`config.mk`:
```
export PLATFORM = sky130hd
export DESIGN_NAME = nearest_smaller_both_sides_unit
export DESIGN_NICKNAME = d
export VERILOG_FILES = /design/src/design/nsbs_pkg.sv /design/src/design/nsbs_front.sv /design/src/design/nsbs_queue.sv /design/src/design/nsbs_back.sv /design/src/design/nearest_smaller_both_sides_unit.sv
export VERILOG_INCLUDE_DIRS = /design/src /design/src/design
export SDC_FILE = /design/constraint.sdc
export NUM_CORES = 2
export LEC_CHECK = 0
export CAP_MARGIN = 20
export CELL_PAD_IN_SITES_DETAIL_PLACEMENT = 2
export CELL_PAD_IN_SITES_GLOBAL_PLACEMENT = 2
export CORE_UTILIZATION = 47
export CTS_CLUSTER_DIAMETER = 120
export CTS_CLUSTER_SIZE = 24
export DETAILED_ROUTE_END_ITERATION = 8
export DONT_BUFFER_PORTS = 1
export HOLD_SLACK_MARGIN = 0.03
export PLACE_DENSITY = 0.71
export SYNTH_ARGS = -nofsm -noshare
export SYNTH_HDL_FRONTEND = slang
export SYNTH_SLANG_ARGS = --single-unit
export TNS_END_PERCENT = 100
```
`constraint.sdc`:
```
create_clock -name clock -period 7.86 [get_ports clock]
set_clock_uncertainty 0.05 [all_clocks]
set_input_delay 1.572 -clock clock [delete_from_list [all_inputs] [get_ports clock]]
set_output_delay 1.572 -clock clock [all_outputs]
set_load 0.05 [all_outputs]
```
`src/design/assert_macros.svh`:
```
// ----------------------------------------------------------------------------
// Assertion macros
// Concurrent assertion helpers, left empty when SYNTHESIS is defined.
// ----------------------------------------------------------------------------
`ifndef ASSERT_MACROS_SVH
`define ASSERT_MACROS_SVH
`ifndef SYNTHESIS
// Check that a property holds at every rising edge outside reset
`define NSBS_ASSERT(lbl, clk, rst, prop, msg) \
   lbl: assert property (@(posedge clk) disable iff (rst) prop) else $error(msg);
// Check that a condition never holds outside reset
`define NSBS_ASSERT_NEVER(lbl, clk, rst, cond, msg) \
   lbl: assert property (@(posedge clk) disable iff (rst) !(cond)) else $error(msg);
`else
`define NSBS_ASSERT(lbl, clk, rst, prop, msg)
`define NSBS_ASSERT_NEVER(lbl, clk, rst, cond, msg)
`endif
`endif

```
`src/design/nsbs_pkg.sv`:
```
// ----------------------------------------------------------------------------
// Nearest smaller both sides package
// Shared constants, command codes and inter-module types.
// ----------------------------------------------------------------------------
package nsbs_pkg;

   // default sizes
   localparam int DEFAULT_DEPTH      = 64;
   localparam int DEFAULT_VALUE_BITS = 32;

   // fixed field widths
   localparam int INDEX_BITS = 6;
   localparam int LEFT_BITS  = 7;

   // "no such element" answer, -1 in seven bits
   localparam logic [LEFT_BITS-1:0] NONE_INDEX = 7'h7F;

   // command codes
   localparam logic CMD_PUSH  = 1'b0;
   localparam logic CMD_FLUSH = 1'b1;

   // status codes
   localparam logic STATUS_OK       = 1'b0;
   localparam logic STATUS_OVERFLOW = 1'b1;

   // classification of a queued word
   typedef enum logic [1:0] {
      KIND_PUSH     = 2'd0,
      KIND_FLUSH    = 2'd1,
      KIND_OVERFLOW = 2'd2
   } nsbs_kind_type;

   typedef struct packed {
      nsbs_kind_type           kind;
      logic [INDEX_BITS-1:0]   index;
   } nsbs_tag_type;

   typedef struct packed {
      logic         valid;
      nsbs_tag_type tag;
   } nsbs_slot_type;

   // back end status seen by the top level
   typedef struct packed {
      logic [LEFT_BITS-1:0] depth;
      logic                 pending;
   } nsbs_stat_type;

endpackage

```
`src/design/nsbs_front.sv`:
```
// ----------------------------------------------------------------------------
// Nearest smaller front end
// Accepts request words, numbers the elements of a sequence and classifies
// each word as push, flush or overflow.
// ----------------------------------------------------------------------------
module nsbs_front #(
   parameter int DEPTH = nsbs_pkg::DEFAULT_DEPTH
) (
   input  logic                  clock,
   input  logic                  reset,
   input  logic                  req_valid,
   output logic                  req_ready,
   input  logic                  req_cmd,
   input  logic                  q_ready,
   output nsbs_pkg::nsbs_slot_type wr_slot
);
   import nsbs_pkg::*;

   logic [LEFT_BITS-1:0] index_ff;
   logic [LEFT_BITS-1:0] index_in;
   logic                 accept;
   logic                 full_seq;

   assign req_ready = q_ready;
   assign accept    = req_valid && q_ready;
   assign full_seq  = (index_ff == LEFT_BITS'(DEPTH));

   // classify the word and advance the element counter
   always_comb begin
      wr_slot.valid     = req_valid;
      wr_slot.tag.index = index_ff[INDEX_BITS-1:0];
      index_in          = index_ff;
      if (req_cmd == CMD_FLUSH) begin
         wr_slot.tag.kind = KIND_FLUSH;
         if (accept) begin
            index_in = '0;
         end
      end else if (full_seq) begin
         wr_slot.tag.kind = KIND_OVERFLOW;
      end else begin
         wr_slot.tag.kind = KIND_PUSH;
         if (accept) begin
            index_in = index_ff + 1'b1;
         end
      end
   end

   always_ff @(posedge clock) begin
      if (reset) begin
         index_ff <= '0;
      end else begin
         index_ff <= index_in;
      end
   end

endmodule

```
`src/design/nsbs_queue.sv`:
```
// ----------------------------------------------------------------------------
// Nearest smaller queue
// Two-word queue between the front end and the stack engine.
// ----------------------------------------------------------------------------
module nsbs_queue #(
   parameter int VALUE_BITS = nsbs_pkg::DEFAULT_VALUE_BITS
) (
   input  logic                          clock,
   input  logic                          reset,
   input  nsbs_pkg::nsbs_slot_type       wr_slot,
   input  logic signed [VALUE_BITS-1:0]  wr_value,
   output logic                          wr_ready,
   output nsbs_pkg::nsbs_slot_type       head_slot,
   output logic signed [VALUE_BITS-1:0]  head_value,
   input  logic                          head_pop
);
   import nsbs_pkg::*;

   nsbs_tag_type           tag_ff   [2];
   logic [VALUE_BITS-1:0]  value_ff [2];
   logic                   wr_ptr_ff;
   logic                   wr_ptr_in;
   logic                   rd_ptr_ff;
   logic                   rd_ptr_in;
   logic [1:0]             count_ff;
   logic [1:0]             count_in;
   logic                   do_wr;
   logic                   do_rd;

   assign wr_ready        = (count_ff != 2'd2);
   assign do_wr           = wr_slot.valid && wr_ready;
   assign do_rd           = head_pop && (count_ff != 2'd0);
   assign head_slot.valid = (count_ff != 2'd0);
   assign head_slot.tag   = tag_ff[rd_ptr_ff];
   assign head_value      = $signed(value_ff[rd_ptr_ff]);

   // advance pointers and occupancy
   always_comb begin
      wr_ptr_in = do_wr ? ~wr_ptr_ff : wr_ptr_ff;
      rd_ptr_in = do_rd ? ~rd_ptr_ff : rd_ptr_ff;
      count_in  = count_ff + 2'(do_wr) - 2'(do_rd);
   end

   always_ff @(posedge clock) begin
      if (reset) begin
         wr_ptr_ff <= 1'b0;
         rd_ptr_ff <= 1'b0;
         count_ff  <= 2'd0;
      end else begin
         wr_ptr_ff <= wr_ptr_in;
         rd_ptr_ff <= rd_ptr_in;
         count_ff  <= count_in;
      end
   end

   // hold the words
   always_ff @(posedge clock) begin
      if (do_wr) begin
         tag_ff[wr_ptr_ff]   <= wr_slot.tag;
         value_ff[wr_ptr_ff] <= wr_value;
      end
   end

endmodule

```
`src/design/nsbs_back.sv`:
```
// ----------------------------------------------------------------------------
// Nearest smaller stack engine
// Keeps the monotonic stack in a memory with the top cached in registers,
// pops larger entries, pushes new elements and drives the result register.
// ----------------------------------------------------------------------------
module nsbs_back #(
   parameter int DEPTH      = nsbs_pkg::DEFAULT_DEPTH,
   parameter int VALUE_BITS = nsbs_pkg::DEFAULT_VALUE_BITS
) (
   input  logic                          clock,
   input  logic                          reset,
   input  nsbs_pkg::nsbs_slot_type       head_slot,
   input  logic signed [VALUE_BITS-1:0]  head_value,
   output logic                          head_pop,
   output logic                          rsp_valid,
   input  logic                          rsp_ready,
   output logic [nsbs_pkg::INDEX_BITS-1:0]       rsp_elem_index,
   output logic signed [nsbs_pkg::LEFT_BITS-1:0] rsp_left_smaller,
   output logic signed [nsbs_pkg::LEFT_BITS-1:0] rsp_right_smaller,
   output logic                          rsp_status,
   output logic                          rsp_last_of_run,
   output nsbs_pkg::nsbs_stat_type       stat
);
   import nsbs_pkg::*;

   localparam int ADDR_BITS  = (DEPTH > 1) ? $clog2(DEPTH) : 1;
   localparam int ENTRY_BITS = VALUE_BITS + INDEX_BITS + LEFT_BITS;

   typedef enum logic [1:0] {
      ST_CMP = 2'b01,
      ST_TOP = 2'b10
   } state_type;

   state_type               state_ff, state_in;
   logic [LEFT_BITS-1:0]    depth_ff, depth_in;

   // cached top of stack
   logic signed [VALUE_BITS-1:0] top_key_ff, top_key_in;
   logic [INDEX_BITS-1:0]   top_idx_ff, top_idx_in;
   logic [LEFT_BITS-1:0]    top_left_ff, top_left_in;

   // answer waiting until its last-of-run mark is known
   logic                    pend_v_ff, pend_v_in;
   logic [INDEX_BITS-1:0]   pend_idx_ff, pend_idx_in;
   logic [LEFT_BITS-1:0]    pend_left_ff, pend_left_in;
   logic [LEFT_BITS-1:0]    pend_right_ff, pend_right_in;

   // result register
   logic                    rsp_valid_ff, rsp_valid_in;
   logic [INDEX_BITS-1:0]   rsp_idx_ff;
   logic [LEFT_BITS-1:0]    rsp_left_ff;
   logic [LEFT_BITS-1:0]    rsp_right_ff;
   logic                    rsp_status_ff;
   logic                    rsp_last_ff;

   // stack memory
   logic [ENTRY_BITS-1:0]   stack_mem_ff [DEPTH];
   logic [ENTRY_BITS-1:0]   rd_ff;
   logic [ENTRY_BITS-1:0]   wr_entry;
   logic [ADDR_BITS-1:0]    rd_addr;
   logic [ADDR_BITS-1:0]    wr_addr;
   logic                    rd_en;
   logic                    mem_we;

   logic                    is_push, is_flush, is_ovf;
   logic                    top_valid, pop_cond, out_free;
   logic [LEFT_BITS-1:0]    right_ans;
   logic [LEFT_BITS-1:0]    new_left;
   logic                    emit;
   logic [INDEX_BITS-1:0]   emit_idx;
   logic [LEFT_BITS-1:0]    emit_left;
   logic [LEFT_BITS-1:0]    emit_right;
   logic                    emit_status;
   logic                    emit_last;

   assign is_push   = (head_slot.tag.kind == KIND_PUSH);
   assign is_flush  = (head_slot.tag.kind == KIND_FLUSH);
   assign is_ovf    = (head_slot.tag.kind == KIND_OVERFLOW);
   assign top_valid = (depth_ff != '0);
   assign out_free  = !rsp_valid_ff || rsp_ready;
   assign pop_cond  = head_slot.valid && top_valid &&
                      (is_flush || (is_push && (top_key_ff > head_value)));
   assign right_ans = is_flush ? NONE_INDEX : {1'b0, head_slot.tag.index};
   assign new_left  = !top_valid ? NONE_INDEX :
                      (top_key_ff == head_value) ? top_left_ff : {1'b0, top_idx_ff};
   assign wr_entry  = {head_value, head_slot.tag.index, new_left};
   assign rd_addr   = ADDR_BITS'(depth_ff - LEFT_BITS'(2));
   assign wr_addr   = ADDR_BITS'(depth_ff);

   // sequence pops and pushes
   always_comb begin
      state_in      = state_ff;
      depth_in      = depth_ff;
      top_key_in    = top_key_ff;
      top_idx_in    = top_idx_ff;
      top_left_in   = top_left_ff;
      pend_v_in     = pend_v_ff;
      pend_idx_in   = pend_idx_ff;
      pend_left_in  = pend_left_ff;
      pend_right_in = pend_right_ff;
      head_pop      = 1'b0;
      rd_en         = 1'b0;
      mem_we        = 1'b0;
      emit          = 1'b0;
      emit_idx      = pend_idx_ff;
      emit_left     = pend_left_ff;
      emit_right    = pend_right_ff;
      emit_status   = STATUS_OK;
      emit_last     = 1'b0;
      unique case (state_ff)
         ST_CMP: begin
            if (head_slot.valid) begin
               if (is_ovf) begin
                  // answer a dropped push at once
                  if (out_free) begin
                     emit        = 1'b1;
                     emit_idx    = '0;
                     emit_left   = NONE_INDEX;
                     emit_right  = NONE_INDEX;
                     emit_status = STATUS_OVERFLOW;
                     emit_last   = 1'b1;
                     head_pop    = 1'b1;
                  end
               end else if (pop_cond) begin
                  // retire the top entry and fetch the one below
                  if (!pend_v_ff || out_free) begin
                     emit          = pend_v_ff;
                     pend_v_in     = 1'b1;
                     pend_idx_in   = top_idx_ff;
                     pend_left_in  = top_left_ff;
                     pend_right_in = right_ans;
                     depth_in      = depth_ff - 1'b1;
                     rd_en         = 1'b1;
                     state_in      = ST_TOP;
                  end
               end else if (!pend_v_ff || out_free) begin
                  // close the run and finish the word
                  emit      = pend_v_ff;
                  emit_last = 1'b1;
                  pend_v_in = 1'b0;
                  head_pop  = 1'b1;
                  if (is_push) begin
                     mem_we      = 1'b1;
                     top_key_in  = head_value;
                     top_idx_in  = head_slot.tag.index;
                     top_left_in = new_left;
                     depth_in    = depth_ff + 1'b1;
                  end
               end
            end
         end
         ST_TOP: begin
            // load the new top from memory
            top_key_in  = $signed(rd_ff[ENTRY_BITS-1 -: VALUE_BITS]);
            top_idx_in  = rd_ff[LEFT_BITS +: INDEX_BITS];
            top_left_in = rd_ff[LEFT_BITS-1:0];
            state_in    = ST_CMP;
         end
         default: begin
            state_in = ST_CMP;
         end
      endcase
      rsp_valid_in = emit ? 1'b1 : (rsp_ready ? 1'b0 : rsp_valid_ff);
   end

   always_ff @(posedge clock) begin
      if (reset) begin
         state_ff     <= ST_CMP;
         depth_ff     <= '0;
         pend_v_ff    <= 1'b0;
         rsp_valid_ff <= 1'b0;
      end else begin
         state_ff     <= state_in;
         depth_ff     <= depth_in;
         pend_v_ff    <= pend_v_in;
         rsp_valid_ff <= rsp_valid_in;
      end
   end

   // payload registers
   always_ff @(posedge clock) begin
      top_key_ff    <= top_key_in;
      top_idx_ff    <= top_idx_in;
      top_left_ff   <= top_left_in;
      pend_idx_ff   <= pend_idx_in;
      pend_left_ff  <= pend_left_in;
      pend_right_ff <= pend_right_in;
      if (emit) begin
         rsp_idx_ff    <= emit_idx;
         rsp_left_ff   <= emit_left;
         rsp_right_ff  <= emit_right;
         rsp_status_ff <= emit_status;
         rsp_last_ff   <= emit_last;
      end
   end

   // stack memory port
   always_ff @(posedge clock) begin
      if (mem_we) begin
         stack_mem_ff[wr_addr] <= wr_entry;
      end
      if (rd_en) begin
         rd_ff <= stack_mem_ff[rd_addr];
      end
   end

   assign rsp_valid         = rsp_valid_ff;
   assign rsp_elem_index    = rsp_idx_ff;
   assign rsp_left_smaller  = $signed(rsp_left_ff);
   assign rsp_right_smaller = $signed(rsp_right_ff);
   assign rsp_status        = rsp_status_ff;
   assign rsp_last_of_run   = rsp_last_ff;
   assign stat.depth        = depth_ff;
   assign stat.pending      = pend_v_ff;

endmodule

```
`src/design/nearest_smaller_both_sides_unit.sv`:
```
// ----------------------------------------------------------------------------
// Nearest smaller both sides unit
// Push words (cmd 0) carry the elements of a sequence; for each element the
// unit returns the index of the nearest strictly smaller element to its left
// and to its right (-1 where there is none), equal values sharing answers.
// Answers come out when an element leaves the stack, top of stack first, and
// last_of_run marks the final answer caused by a word. A flush word (cmd 1)
// answers everything left with right index -1 and restarts numbering at 0.
// A push beyond DEPTH elements in one sequence is dropped and answered with
// status 1. A two-word queue sits behind req_ready. In the stack engine a
// push that pops nothing, a flush of an empty stack and an overflow finish
// in ST_CMP alone; each element popped passes through ST_CMP and then ST_TOP,
// where the registered read of the stack memory refills the cached top. The
// engine finishes one word before it takes the next from the queue.
// ----------------------------------------------------------------------------
`include "assert_macros.svh"

module nearest_smaller_both_sides_unit #(
   parameter int DEPTH      = nsbs_pkg::DEFAULT_DEPTH,
   parameter int VALUE_BITS = nsbs_pkg::DEFAULT_VALUE_BITS
) (
   input  logic                          clock,
   input  logic                          reset,
   input  logic                          req_valid,
   output logic                          req_ready,
   input  logic                          req_cmd,
   input  logic signed [VALUE_BITS-1:0]  req_value,
   output logic                          rsp_valid,
   input  logic                          rsp_ready,
   output logic [nsbs_pkg::INDEX_BITS-1:0]       rsp_elem_index,
   output logic signed [nsbs_pkg::LEFT_BITS-1:0] rsp_left_smaller,
   output logic signed [nsbs_pkg::LEFT_BITS-1:0] rsp_right_smaller,
   output logic                          rsp_status,
   output logic                          rsp_last_of_run
);
   import nsbs_pkg::*;

   nsbs_slot_type                wr_slot;
   nsbs_slot_type                head_slot;
   logic signed [VALUE_BITS-1:0] head_value;
   logic                         q_ready;
   logic                         head_pop;
   nsbs_stat_type                stat;

   nsbs_front #(
      .DEPTH (DEPTH)
   ) u_front (
      .clock     (clock),
      .reset     (reset),
      .req_valid (req_valid),
      .req_ready (req_ready),
      .req_cmd   (req_cmd),
      .q_ready   (q_ready),
      .wr_slot   (wr_slot)
   );

   nsbs_queue #(
      .VALUE_BITS (VALUE_BITS)
   ) u_queue (
      .clock      (clock),
      .reset      (reset),
      .wr_slot    (wr_slot),
      .wr_value   (req_value),
      .wr_ready   (q_ready),
      .head_slot  (head_slot),
      .head_value (head_value),
      .head_pop   (head_pop)
   );

   nsbs_back #(
      .DEPTH      (DEPTH),
      .VALUE_BITS (VALUE_BITS)
   ) u_back (
      .clock             (clock),
      .reset             (reset),
      .head_slot         (head_slot),
      .head_value        (head_value),
      .head_pop          (head_pop),
      .rsp_valid         (rsp_valid),
      .rsp_ready         (rsp_ready),
      .rsp_elem_index    (rsp_elem_index),
      .rsp_left_smaller  (rsp_left_smaller),
      .rsp_right_smaller (rsp_right_smaller),
      .rsp_status        (rsp_status),
      .rsp_last_of_run   (rsp_last_of_run),
      .stat              (stat)
   );

   // overflow answers stand alone and name no neighbours
   `NSBS_ASSERT(a_ovf_shape, clock, reset, (rsp_valid && rsp_status == STATUS_OVERFLOW) |-> (rsp_last_of_run && rsp_left_smaller == $signed(NONE_INDEX) && rsp_right_smaller == $signed(NONE_INDEX)), "overflow answer malformed")

   // a right neighbour always comes later in the sequence
   `NSBS_ASSERT(a_right_later, clock, reset, (rsp_valid && rsp_status == STATUS_OK) |-> (rsp_right_smaller == $signed(NONE_INDEX) || (rsp_right_smaller[6] == 1'b0 && rsp_right_smaller[5:0] > rsp_elem_index)), "right index not later")

   // a run left open still has its next answer waiting
   `NSBS_ASSERT(a_run_open, clock, reset, (rsp_valid && !rsp_last_of_run) |-> stat.pending, "run open with no answer waiting")

   // the stack never holds more than DEPTH elements
   `NSBS_ASSERT_NEVER(a_depth_bound, clock, reset, stat.depth > LEFT_BITS'(DEPTH), "stack depth beyond bound")

endmodule
```
==> metrics.md <==
| Metric | Value |
|---|---|
| Global-route wire length before repair | `503000 um` |
| Synth top area cells | `edfxtp_1 78%, mux4_2 18%, ha_1 0.48%` |
| Total wire length | `368000 um` |
| TritonCTS clock tree | `done` |
| Syn Area/Cell | `24.4 um^2` |
| Syn. warnings | `0` |
| Cell Rows | `~180` |
| Nets | `5047` |
| Crit share post-route | `85.1%` |
| Post-synth top area cell | `edfxtp_1` |
| Clock buffer depth | `3` |
| Min-Delay Path Depth | `0` |
| Sequential element share of the synthesized area | `78.5%` |
| Total congestion overflow | `0` |
| IO buf count | `0` |
| Detailed placement HPWL | `234000 um` |
| Worst-path clk slew | `0.10 ns` |
| Hold crit path type | `reg -> reg` |
| PwrDens | `334 nW/um^2` |
| Leading cell types in the layout, fill and taps excluded | `3092 x edfxtp_1, 932 x mux4_2, 154 x clkbuf_16, 147 x buf_4, 67 x nor2_1` |
| TritonRoute pass-1 iters | `7` |
| CP arrival | `7.36 ns` |
| Reg2reg setup slack | `around 1.2 ns` |
| Die width | `505 um` |
| GR Util All Layers | `29.0%` |
| Die H | `505 um` |
| Die ar. | `255000 um^2` |
| Area growth syn-to-layout | `8.00%` |
| R2R Path End | `u_back.depth_ff[6]$_SDFFE_PP0P_` |
| Routed Antenna Nets | `0` |
| Unrepaired setup endpoints after global routing | `no` |
| Vias | `between 50000 and 60000` |
| Failing checks | `DRC` |
| Clock sinks | `3115` |
| Setup TNS | `0 ns` |
| Top FF cell, synth | `edfxtp_1` |
| Syn Inst Count | `between 4000 and 5000` |
| Initial DRC Count | `8038` |
| Wirelength per Cell | `44.2 um` |
| CTS Hold Bufs | `0` |
| Post-synth EDFFs | `3092` |
| Leak | `37.6 nW` |
| Async set-or-reset flop fraction in the synthesized netlist | `0%` |
| Core area | `between 200000 and 300000 um^2` |
| Starting Density | `47.3%` |
| Critical Path RT | `8.53 ns` |
| CP endpoint kind | `register` |
| Synth unique cells | `47` |
| Ports | `61` |
| Placed cell areas | `roughly 120000 um^2` |
| Residual DRC | `56` |
| Synth Net Count | `~5000` |
| Gp weighted congestion | `0.808` |
| Via density | `6.63` |
| TritonCTS Buffers | `147` |
| Slew Limit Fails | `0` |
| Setup violations, final | `0` |
| FMAX | `0.149 GHz` |
| Vias in the first global route | `roughly 57000` |
| Yosys top cell area share | `about four fifths` |
| Worst setup path end | `u_back.depth_ff[6]$_SDFFE_PP0P_` |
| Tmin final | `around 6.7 ns` |
| Layout cell share with drive strength beyond 1 | `27.7%` |
| Worst setup path class | `reg -> reg` |
| Post-CTS Setup Repair Bufs | `0` |
| Skew-Pair Late Insertion Delay | `roughly 0.85 ns` |
| Post-Synthesis Cell Area | `119000 um^2` |
| Critical Path Start Type | `register` |
| Worst-path fanout max | `18` |
| Slew @ Worst Pin | `1.15 ns` |
| Post-CTS resize count | `0` |
| VDD IR max | `0.312 mV` |
| Leading cell type in the layout, fill and taps excluded | `edfxtp_1` |
| Headroom to the max-slew limit | `23.0%` |
| Largest net degree at the start of global routing | `99` |
| Final instance area | `128000 um^2` |
| Clk Tree Root Cell | `clkbuf_16` |
| Synthesized flop and latch total | `3115` |
| R2R depth | `19` |
| Initial antenna violation count | `54` |
| Total of max-cap violations | `0` |
| Fin. Hold Viols | `0` |
| Max H-tree Level | `4` |
| Status | `finished, violations left` |
[layout make-up]
type                    instances  area [um^2]
fillers                     21000       123000
flip-flops and latches       3115        93300
multi-input cells            1466        25000
well taps                    3348         4190
clock buffers                 166         3900
repair buffers                177         1690
inverters                      56          211
clock inverters                 4         40.0
diodes                         14         35.0
[logic make-up (layout without fill, tap and decap cells)]
family                     count (synthesis)  count (layout)  share of synthesized area (%)
AOI/OAI and AO/OA                        127             127                          0.636
xor gates and xnor gates                  16              16                          0.118
adders and majority gates                 47              47                          0.501
buffers and inverters                    302             403                          0.988
DFF                                     3115            3115                           78.5
muxes                                    986             986                           18.1
other                                      0              14                              0
and+or+nand+nor                          290             290                           1.18
[critical path, stage by stage, from the launching register on]
cell	delay (ns)
dfxtp_2	0.75
buf_4	0.41
mux2i_1	0.37
ha_1	0.19
nand4_1	0.13
or4_4	0.57
or4_1	0.72
nor3b_1	0.30
a31oi_1	0.29
and2_4	0.37
inv_1	0.26
ha_1	0.41
nor2b_1	0.16
o21ai_0	0.19
nand2b_1	0.18
a21o_1	0.24
a21o_1	0.23
nand3_1	0.10
mux2i_1	0.08
or4_1	0.52
[metal layers]
metal  GRT usage (%)  share of wire [%]  wire length [um]  vias up
li1                -                  -                 -    20900
met1            40.3                 40            147000    31500
met2            49.8                 52            190000     2630
met3            4.27                7.1             26100      276
met4            4.46                1.5              5450        4
met5               0             0.0057                21        -
[cell usage after synthesis (all sizes together), types with 17 or more instances]
master,instances
ha,46
inv,56
a21oi,60
dfxtp,23
nor2,132
a31oi,17
clkbuf,143
nor2b,25
nand2,51
mux4,932
buf,103
nand4,18
mux2i,48
edfxtp,3092
[report_power, final]
part / internal, mW / total [mW] / leakage (nW) / switching (mW)
registers: 20.4 / 20.7 / 27.9 / 0.329
clock network: 3.54 / 8.60 / 1.93 / 5.06
logic: 4.53 / 13.5 / 7.71 / 9.01
total: 28.4 / 42.8 / 37.6 / 14.4
[state kept, by name (all words and copies together) (netlist names), 7 cells and up, named ones only]
name	flops
u_back.depth_ff	7
u_back.pend_left_ff	7
u_back.pend_right_ff	7
u_back.rd_ff	45
u_back.rsp_left_smaller	7
u_back.rsp_right_smaller	7
u_back.stack_mem_ff	2880
u_back.top_key_ff	32
u_back.top_left_ff	7
u_front.index_ff	7
u_queue.tag_ff	16
u_queue.value_ff	64
[worst min-delay path by stage]
stage	slack [ns]	end	start
detailed placement	0.42	u_back.pend_left_ff[0]$_DFFE_PP_	u_back.top_left_ff[0]$_DFFE_PP_
global placement	0.39	u_back.pend_left_ff[0]$_DFFE_PP_	u_back.top_left_ff[0]$_DFFE_PP_
global route	0.44	u_back.pend_idx_ff[4]$_DFFE_PP_	u_back.top_idx_ff[4]$_DFFE_PP_
finish	0.42	u_back.pend_left_ff[1]$_DFFE_PP_	u_back.top_left_ff[1]$_DFFE_PP_
floorplan	0.38	u_back.pend_left_ff[0]$_DFFE_PP_	u_back.top_left_ff[0]$_DFFE_PP_
CTS	0.42	u_back.pend_left_ff[1]$_DFFE_PP_	u_back.top_left_ff[1]$_DFFE_PP_
[through the flow]
step	worst slack, ns	util (%)	cells	power [mW]	hold WS (ns)
after floorplan	0.0641	-	4883	28.2	0.376
after global placement	1.49	49.5	8157	33.7	0.390
after detailed placement	1.26	49.5	8157	34.6	0.416
after CTS	1.11	51.0	8327	43.0	0.420
after global routing	0.884	51.1	8333	43.9	0.439
final	1.17	51.1	8346	42.8	0.425
(Power assumes the default switching activity.)
